$ cat src/sv/lfsr8bs_pkg.sv
// Shared types, constants and functions for the LFSR byte stream unit.
// No dependencies.
package lfsr8bs_pkg;

  localparam logic [7:0] STEP_LIMIT = 8'd255;
  localparam logic [2:0] BIT_LAST   = 3'd7;

  localparam logic KIND_BYTE = 1'b0;
  localparam logic KIND_SUM  = 1'b1;

  typedef enum logic [2:0] {
    ST_IDLE = 3'b001,
    ST_STEP = 3'b010,
    ST_SUM  = 3'b100
  } state_t;

  typedef struct packed {
    logic [7:0] sr;
    logic [7:0] acc;
  } lfsr_st_t;

  function automatic logic [3:0] popcount8(input logic [7:0] v);
    logic [3:0] n;
    n = 4'd0;
    for (int k = 0; k < 8; k++) begin
      n = n + {3'b000, v[k]};
    end
    return n;
  endfunction

endpackage

$ cat src/sv/lfsr8bs_step.sv
// One Fibonacci LFSR step: taps 7,5,2,1 into bit 0, bit 7 into the accumulator.
// Depends on lfsr8bs_pkg.
module lfsr8bs_step (
  input  lfsr8bs_pkg::lfsr_st_t cur,
  output lfsr8bs_pkg::lfsr_st_t nxt
);

  logic fb;

  assign fb      = cur.sr[7] ^ cur.sr[5] ^ cur.sr[2] ^ cur.sr[1];
  assign nxt.sr  = {cur.sr[6:0], fb};
  assign nxt.acc = {cur.acc[6:0], cur.sr[7]};

endmodule

$ cat src/sv/lfsr8_byte_stream_stats_unit.sv
// Top level of the LFSR byte stream statistics unit.
// Depends on lfsr8bs_pkg and lfsr8bs_step.
//
//   channel  direction  handshake           payload
//   in       input      in_valid/in_stall   in_seed_value
//   out      output     out_valid/out_stall item_kind, byte_value, last_item, counts
//
// Without stalls a seed passes through the accept cycle, one LFSR step per cycle through
// the single step unit, and the summary load.
// A step that completes a byte, and the summary load, wait while the output register
// holds a stalled beat.
// in_stall is high from the seed beat until the summary is loaded.
// Synchronous active-low reset returns the sequencer to idle with no beat pending.
module lfsr8_byte_stream_stats_unit (
  input  logic       clk,
  input  logic       rst_n,
  input  logic       in_valid,
  output logic       in_stall,
  input  logic [7:0] in_seed_value,
  output logic       out_valid,
  input  logic       out_stall,
  output logic       out_item_kind,
  output logic [7:0] out_byte_value,
  output logic       out_last_item,
  output logic [4:0] out_even_bytes,
  output logic [4:0] out_odd_bytes,
  output logic [7:0] out_one_bits,
  output logic [7:0] out_zero_bits,
  output logic [4:0] out_bytes_emitted,
  output logic [7:0] out_steps_taken
);

  lfsr8bs_pkg::state_t   state_r, state_nxt;
  lfsr8bs_pkg::lfsr_st_t st_r, st_nxt, st_step;
  logic [7:0] seed_r, seed_nxt;
  logic [2:0] bit_cnt_r, bit_cnt_nxt;
  logic [7:0] step_cnt_r, step_cnt_nxt;
  logic [4:0] even_r, even_nxt;
  logic [4:0] odd_r, odd_nxt;
  logic [7:0] ones_r, ones_nxt;
  logic [4:0] bytes_r, bytes_nxt;

  logic       out_valid_r, out_valid_nxt;
  logic       kind_r, kind_nxt;
  logic [7:0] byte_r, byte_nxt;
  logic       last_r, last_nxt;
  logic [4:0] o_even_r, o_even_nxt;
  logic [4:0] o_odd_r, o_odd_nxt;
  logic [7:0] o_ones_r, o_ones_nxt;
  logic [7:0] o_zeros_r, o_zeros_nxt;
  logic [4:0] o_bytes_r, o_bytes_nxt;
  logic [7:0] o_steps_r, o_steps_nxt;

  logic slot_free;
  logic byte_done;

  lfsr8bs_step u_step (
    .cur (st_r),
    .nxt (st_step)
  );

  assign slot_free = !out_valid_r || !out_stall;
  assign byte_done = (bit_cnt_r == lfsr8bs_pkg::BIT_LAST);

  always_comb begin
    state_nxt     = state_r;
    st_nxt        = st_r;
    seed_nxt      = seed_r;
    bit_cnt_nxt   = bit_cnt_r;
    step_cnt_nxt  = step_cnt_r;
    even_nxt      = even_r;
    odd_nxt       = odd_r;
    ones_nxt      = ones_r;
    bytes_nxt     = bytes_r;
    out_valid_nxt = out_valid_r && out_stall;
    kind_nxt      = kind_r;
    byte_nxt      = byte_r;
    last_nxt      = last_r;
    o_even_nxt    = o_even_r;
    o_odd_nxt     = o_odd_r;
    o_ones_nxt    = o_ones_r;
    o_zeros_nxt   = o_zeros_r;
    o_bytes_nxt   = o_bytes_r;
    o_steps_nxt   = o_steps_r;
    unique case (state_r)
      lfsr8bs_pkg::ST_IDLE: begin
        if (in_valid) begin
          seed_nxt     = in_seed_value;
          st_nxt.sr    = in_seed_value;
          st_nxt.acc   = 8'd0;
          bit_cnt_nxt  = 3'd0;
          step_cnt_nxt = 8'd0;
          even_nxt     = 5'd0;
          odd_nxt      = 5'd0;
          ones_nxt     = 8'd0;
          bytes_nxt    = 5'd0;
          state_nxt    = lfsr8bs_pkg::ST_STEP;
        end
      end
      lfsr8bs_pkg::ST_STEP: begin
        if (!byte_done || slot_free) begin
          st_nxt       = st_step;
          bit_cnt_nxt  = bit_cnt_r + 3'd1;
          step_cnt_nxt = step_cnt_r + 8'd1;
          if (byte_done) begin
            ones_nxt  = ones_r + {4'd0, lfsr8bs_pkg::popcount8(st_step.acc)};
            bytes_nxt = bytes_r + 5'd1;
            if (st_step.acc[0]) begin
              odd_nxt = odd_r + 5'd1;
            end else begin
              even_nxt = even_r + 5'd1;
            end
            out_valid_nxt = 1'b1;
            kind_nxt      = lfsr8bs_pkg::KIND_BYTE;
            byte_nxt      = st_step.acc;
            last_nxt      = 1'b0;
            o_even_nxt    = 5'd0;
            o_odd_nxt     = 5'd0;
            o_ones_nxt    = 8'd0;
            o_zeros_nxt   = 8'd0;
            o_bytes_nxt   = 5'd0;
            o_steps_nxt   = 8'd0;
          end
          if ((st_step.sr == seed_r) || (step_cnt_nxt == lfsr8bs_pkg::STEP_LIMIT)) begin
            state_nxt = lfsr8bs_pkg::ST_SUM;
          end
        end
      end
      lfsr8bs_pkg::ST_SUM: begin
        if (slot_free) begin
          out_valid_nxt = 1'b1;
          kind_nxt      = lfsr8bs_pkg::KIND_SUM;
          byte_nxt      = 8'd0;
          last_nxt      = 1'b1;
          o_even_nxt    = even_r;
          o_odd_nxt     = odd_r;
          o_ones_nxt    = ones_r;
          o_zeros_nxt   = {bytes_r, 3'b000} - ones_r;
          o_bytes_nxt   = bytes_r;
          o_steps_nxt   = step_cnt_r;
          state_nxt     = lfsr8bs_pkg::ST_IDLE;
        end
      end
      default: begin
        state_nxt = lfsr8bs_pkg::ST_IDLE;
      end
    endcase
  end

  always_ff @(posedge clk) begin
    if (!rst_n) begin
      state_r     <= lfsr8bs_pkg::ST_IDLE;
      out_valid_r <= 1'b0;
      st_r        <= '0;
      seed_r      <= 8'd0;
      bit_cnt_r   <= 3'd0;
      step_cnt_r  <= 8'd0;
      even_r      <= 5'd0;
      odd_r       <= 5'd0;
      ones_r      <= 8'd0;
      bytes_r     <= 5'd0;
    end else begin
      state_r     <= state_nxt;
      out_valid_r <= out_valid_nxt;
      st_r        <= st_nxt;
      seed_r      <= seed_nxt;
      bit_cnt_r   <= bit_cnt_nxt;
      step_cnt_r  <= step_cnt_nxt;
      even_r      <= even_nxt;
      odd_r       <= odd_nxt;
      ones_r      <= ones_nxt;
      bytes_r     <= bytes_nxt;
    end
  end

  always_ff @(posedge clk) begin
    kind_r    <= kind_nxt;
    byte_r    <= byte_nxt;
    last_r    <= last_nxt;
    o_even_r  <= o_even_nxt;
    o_odd_r   <= o_odd_nxt;
    o_ones_r  <= o_ones_nxt;
    o_zeros_r <= o_zeros_nxt;
    o_bytes_r <= o_bytes_nxt;
    o_steps_r <= o_steps_nxt;
  end

  assign in_stall          = (state_r != lfsr8bs_pkg::ST_IDLE);
  assign out_valid         = out_valid_r;
  assign out_item_kind     = kind_r;
  assign out_byte_value    = byte_r;
  assign out_last_item     = last_r;
  assign out_even_bytes    = o_even_r;
  assign out_odd_bytes     = o_odd_r;
  assign out_one_bits      = o_ones_r;
  assign out_zero_bits     = o_zeros_r;
  assign out_bytes_emitted = o_bytes_r;
  assign out_steps_taken   = o_steps_r;

endmodule

$ cat config.mk
export PLATFORM = sky130hd
export DESIGN_NAME = lfsr8_byte_stream_stats_unit
export DESIGN_NICKNAME = d
export VERILOG_FILES = /design/src/sv/lfsr8bs_pkg.sv /design/src/sv/lfsr8bs_step.sv /design/src/sv/lfsr8_byte_stream_stats_unit.sv
export SDC_FILE = /design/constraint.sdc
export NUM_CORES = 1
export LEC_CHECK = 0
export ABC_AREA = 1
export BUFFER_PORTS_ARGS = -buffer_cell sky130_fd_sc_hd__buf_4
export CAP_MARGIN = 20
export CORE_UTILIZATION = 55
export DETAILED_ROUTE_END_ITERATION = 10
export PLACE_DENSITY = 0.76
export SYNTH_ARGS = -nofsm -noshare
export SYNTH_HDL_FRONTEND = slang
export SYNTH_SLANG_ARGS = --single-unit
$ cat constraint.sdc
create_clock -name clk -period 4.6 [get_ports clk]
set_input_delay 0.46 -clock clk [delete_from_list [all_inputs] [get_ports clk]]
set_output_delay 0.46 -clock clk [all_outputs]
set_load 0.02 [all_outputs]
==> summary.md <==
| Metric | Value |
|---|---|
| Status | `completed` |
| Port bufs | `62` |
| Gr ovfl total | `0` |
| Max FO, Critical Path | `4` |
| Cell Pwr Density | `400 nW/um2` |
| Worst Hold Class | `in2reg` |
| Dpl hpwl | `7420 um` |
| Post-synthesis cell count | `600` |
| Sequential element share of the synthesized area | `51.2%` |
| Static Leak | `2.41 nW` |
| Worst Path Required | `4.88 ns` |
| Worst hold endpoint | `seed_r[5]` |
| Clock root buffer | `clkbuf_8` |
| CTS tree | `done` |
| Vias | `4107` |
| RR Endpoint | `ones_r[6]` |
| Post-Route Skew | `0.0135 ns` |
| Setup CP Type | `reg2reg` |
| Core footprint | `8890 um2` |
| IO Pins | `63` |
| Fin. Hold Viols | `0` |
| # diodes | `0` |
| Final min period | `3.51 ns` |
| Critical Path AT | `3.79 ns` |
| DR pass1 iterations | `4` |
| Worst-skew pair later-pin latency | `0.37 ns` |
| Yosys cell types | `39` |
| Simple-gate share of the synthesized area | `21.6%` |
| Final net count | `692` |
| Slew @ Worst Pin | `1.08 ns` |
| Crit path max-delay family | `adder cells` |
| Worst path slowest cell | `fa_1` |
| Die W | `98.7 um` |
| Max stage delay on crit path | `0.54 ns` |
| Initial Util | `57.9%` |
| DP Cell Count | `754` |
| Initial DRC Count | `183` |
| CP endpoint kind | `flip-flop` |
| Final setup vio count | `0` |
| RSZ-0062 raised after global routing | `no` |
| Crit-path cells | `fa_1, inv_1, fa_1, fa_1, fa_1, fa_1, inv_1, a31oi_1, inv_1, nand3_4, nor2_1, nand2_1, nand2_1, nor2_1` |
| Fin cells | `770` |
| Worst VDD drop | `0.000355 V` |
| Synth Area per Inst | `8.58 um2` |
| Antenna Nets Post-Route | `0` |
| Worst Hold Launch | `in_seed_value[5]` |
| Worst reg-to-reg path cell count | `14` |
| Largest net degree at the start of global routing | `37` |
| Fraction of synthesized cell area in xor and xnor cells | `1.87%` |
| Critical path buffer and inverter count | `3` |
| Setup TNS | `0 ns` |
| Max Fclk | `285 MHz` |
| Clock transition at path regs | `0.10 ns` |
| Fin crit share | `76.4%` |
| Synth Net Count | `635` |
| Fin. max-slew vios | `0` |
| Yosys warning total | `0` |
| Synth Area in Adders | `6.32%` |
| Share of cells above drive strength 1 | `15.4%` |
| Die Span Y | `98.7 um` |
| Most frequent CP cell | `fa_1` |
| Cts repair resizes | `0` |
| Rows | `34` |
| Largest family of logic cells by synthesized area | `simple AND/OR/NAND/NOR gates` |
| Post-synthesis mux area share | `0%` |
| Post-Syn Area | `5150 um2` |
| Area of the die | `9750 um2` |
| First-pass GRT wire length | `17900 um` |
| GRT Util Overall | `23.2%` |
| Initial antenna violation count | `0` |
| DR WL/cell | `13.7 um` |
| Max-slew headroom | `28.2%` |
| Clock buffer depth | `2` |
| Vias per std cell | `5.33` |
| Gpl congestion | `0.859` |
| Synthesized flop and latch total | `108` |
| Power Total | `0.00236 W` |
| Num CTS Buffers | `9` |
| Startpoint class of the critical path | `flip-flop` |
| Crit Reg-Reg Startpoint | `st_r[0]` |
| # DRC | `0` |
| Number of clock sinks | `108` |
| H-tree levels | `3` |
| Post-CTS setup buffers | `0` |
| Number of global-route vias before repair | `3954` |
| FF-to-FF setup slack | `1.09 ns` |
| CTS Hold Bufs | `0` |
| Max Cap Viol | `0` |
| Hold Path Depth | `3` |
| Layout area overhead | `14.6%` |
| Routed WL | `10600 um` |
| Compound-Gate Fraction of Synth Area | `11.2%` |
[flip-flops by register name, indices dropped and copies added, names as in the netlist, 7 cells and up]
register,flops
st_r,15
ones_r,8
out_byte_value,8
out_steps_taken,8
out_zero_bits,8
seed_r,8
step_cnt_r,8
out_one_bits,7
[worst max path at each step]
stage | cells after the start | slack (ns) | startpoint | to
after detailed placement | 14 | 1.15 | st_r[0] | ones_r[6]
after global routing | 14 | 0.93 | st_r[0] | ones_r[6]
after CTS | 14 | 1.12 | st_r[0] | ones_r[6]
after floorplan | 5 | 1.05 | state_r[2] | out_byte_value[0]
final | 14 | 1.09 | st_r[0] | ones_r[6]
after global placement | 14 | 1.27 | st_r[0] | ones_r[6]
[synthesized netlist by cell type]
cell	n	share of area (%)
nand3_4	1	0.34
buf_2	4	0.39
clkinv_1	1	0.073
o21ai_1	5	0.49
o21bai_1	1	0.15
fa_1	5	1.9
nor3_1	6	0.58
buf_1	1	0.073
nand4_1	3	0.36
nor2_8	1	0.39
nor2_1	82	6.0
a31oi_1	8	0.97
o21ai_4	1	0.32
ha_1	18	4.4
nor3_2	1	0.19
o22ai_1	3	0.36
nor3b_1	1	0.15
dfxtp_1	61	24
a2bb2oi_1	1	0.17
edfxtp_1	47	27
and2_1	2	0.24
o21ai_0	35	3.4
inv_2	2	0.15
nor2_4	4	0.88
clkbuf_1	8	0.58
nand2_1	119	8.7
xor2_1	8	1.4
nand3b_1	1	0.15
nor2_2	3	0.36
buf_8	1	0.29
nand2_4	3	0.66
inv_4	1	0.12
nand3_2	2	0.39
inv_1	75	5.5
o21ai_2	1	0.17
buf_4	5	0.73
a21oi_1	53	5.2
xnor2_1	3	0.51
nand3_1	23	2.2
[through the flow]
| stage | instance area (um2) | util [%] | setup slack [ns] | hold WS (ns) |
|---|---|---|---|---|
| CTS | 5900 | 66.3 | 1.12 | 0.313 |
| finish | 5900 | 66.3 | 1.09 | 0.316 |
| global route | 5900 | 66.3 | 0.929 | 0.326 |
| floorplan | 5150 | - | 1.05 | 0.429 |
| detailed placement | 5670 | 63.8 | 1.15 | 0.457 |
| global placement | 5670 | 63.8 | 1.27 | 0.441 |
[report_power, final]
part | internal, W | switching (W) | total [W]
sequential | 0.00106 | 0.0000636 | 0.00113
combinational | 0.000178 | 0.000413 | 0.000591
clock | 0.000309 | 0.000330 | 0.000640
[placed cells by master (no fill, tap or decap), types with 3 or more instances in the layout]
| cell | netlist | final |
|---|---|---|
| a21oi_1 | 53 | 52 |
| a31oi_1 | 8 | 8 |
| buf_4 | 5 | 65 |
| clkbuf_8 | 0 | 9 |
| dfxtp_1 | 61 | 61 |
| edfxtp_1 | 47 | 47 |
| fa_1 | 5 | 5 |
| ha_1 | 18 | 18 |
| inv_1 | 75 | 75 |
| nand2_1 | 119 | 119 |
| nand2_4 | 3 | 3 |
| nand3_1 | 23 | 23 |
| nand4_1 | 3 | 3 |
| nor2_1 | 82 | 82 |
| nor2_2 | 3 | 3 |
| nor2_4 | 4 | 4 |
| nor3_1 | 6 | 6 |
| o21ai_0 | 35 | 35 |
| o21ai_1 | 5 | 5 |
| o22ai_1 | 3 | 3 |
| xnor2_1 | 3 | 3 |
| xor2_1 | 8 | 8 |
[kinds of logic (layout without fill, tap and decap cells)]
logic type | count (synthesis) | after routing
fa+ha+maj | 23 | 23
simple gates | 252 | 252
flops | 108 | 108
xor+xnor | 11 | 11
compound gates | 108 | 108
buf+inv | 98 | 160
[tightest hold or removal path, delay by kind of cell]
family / cells / cell delay [ns]
buffers and inverters: 1 / 0.09
and+or+nand+nor: 2 / 0.12
[metal layers]
layer  share of wire (%)  global-route usage, %  vias up
li1                    -                      -     2061
met1                  45                   28.8     1906
met2                  49                   40.1      122
met3                 4.0                   4.26       18
met4                 1.9                   8.84        0
met5                   0                      0        -
[cell type report]
class	count	area, um2
Clock buffer	9	124
Timing Repair Buffer	65	488
Sequential cell	108	2630
Clock inverter	7	97.6
Tap cell	108	135
Fill cell	716	3000
Multi-Input combinational cell	394	2120
Inverter	79	299
(Power assumes the default switching activity.)
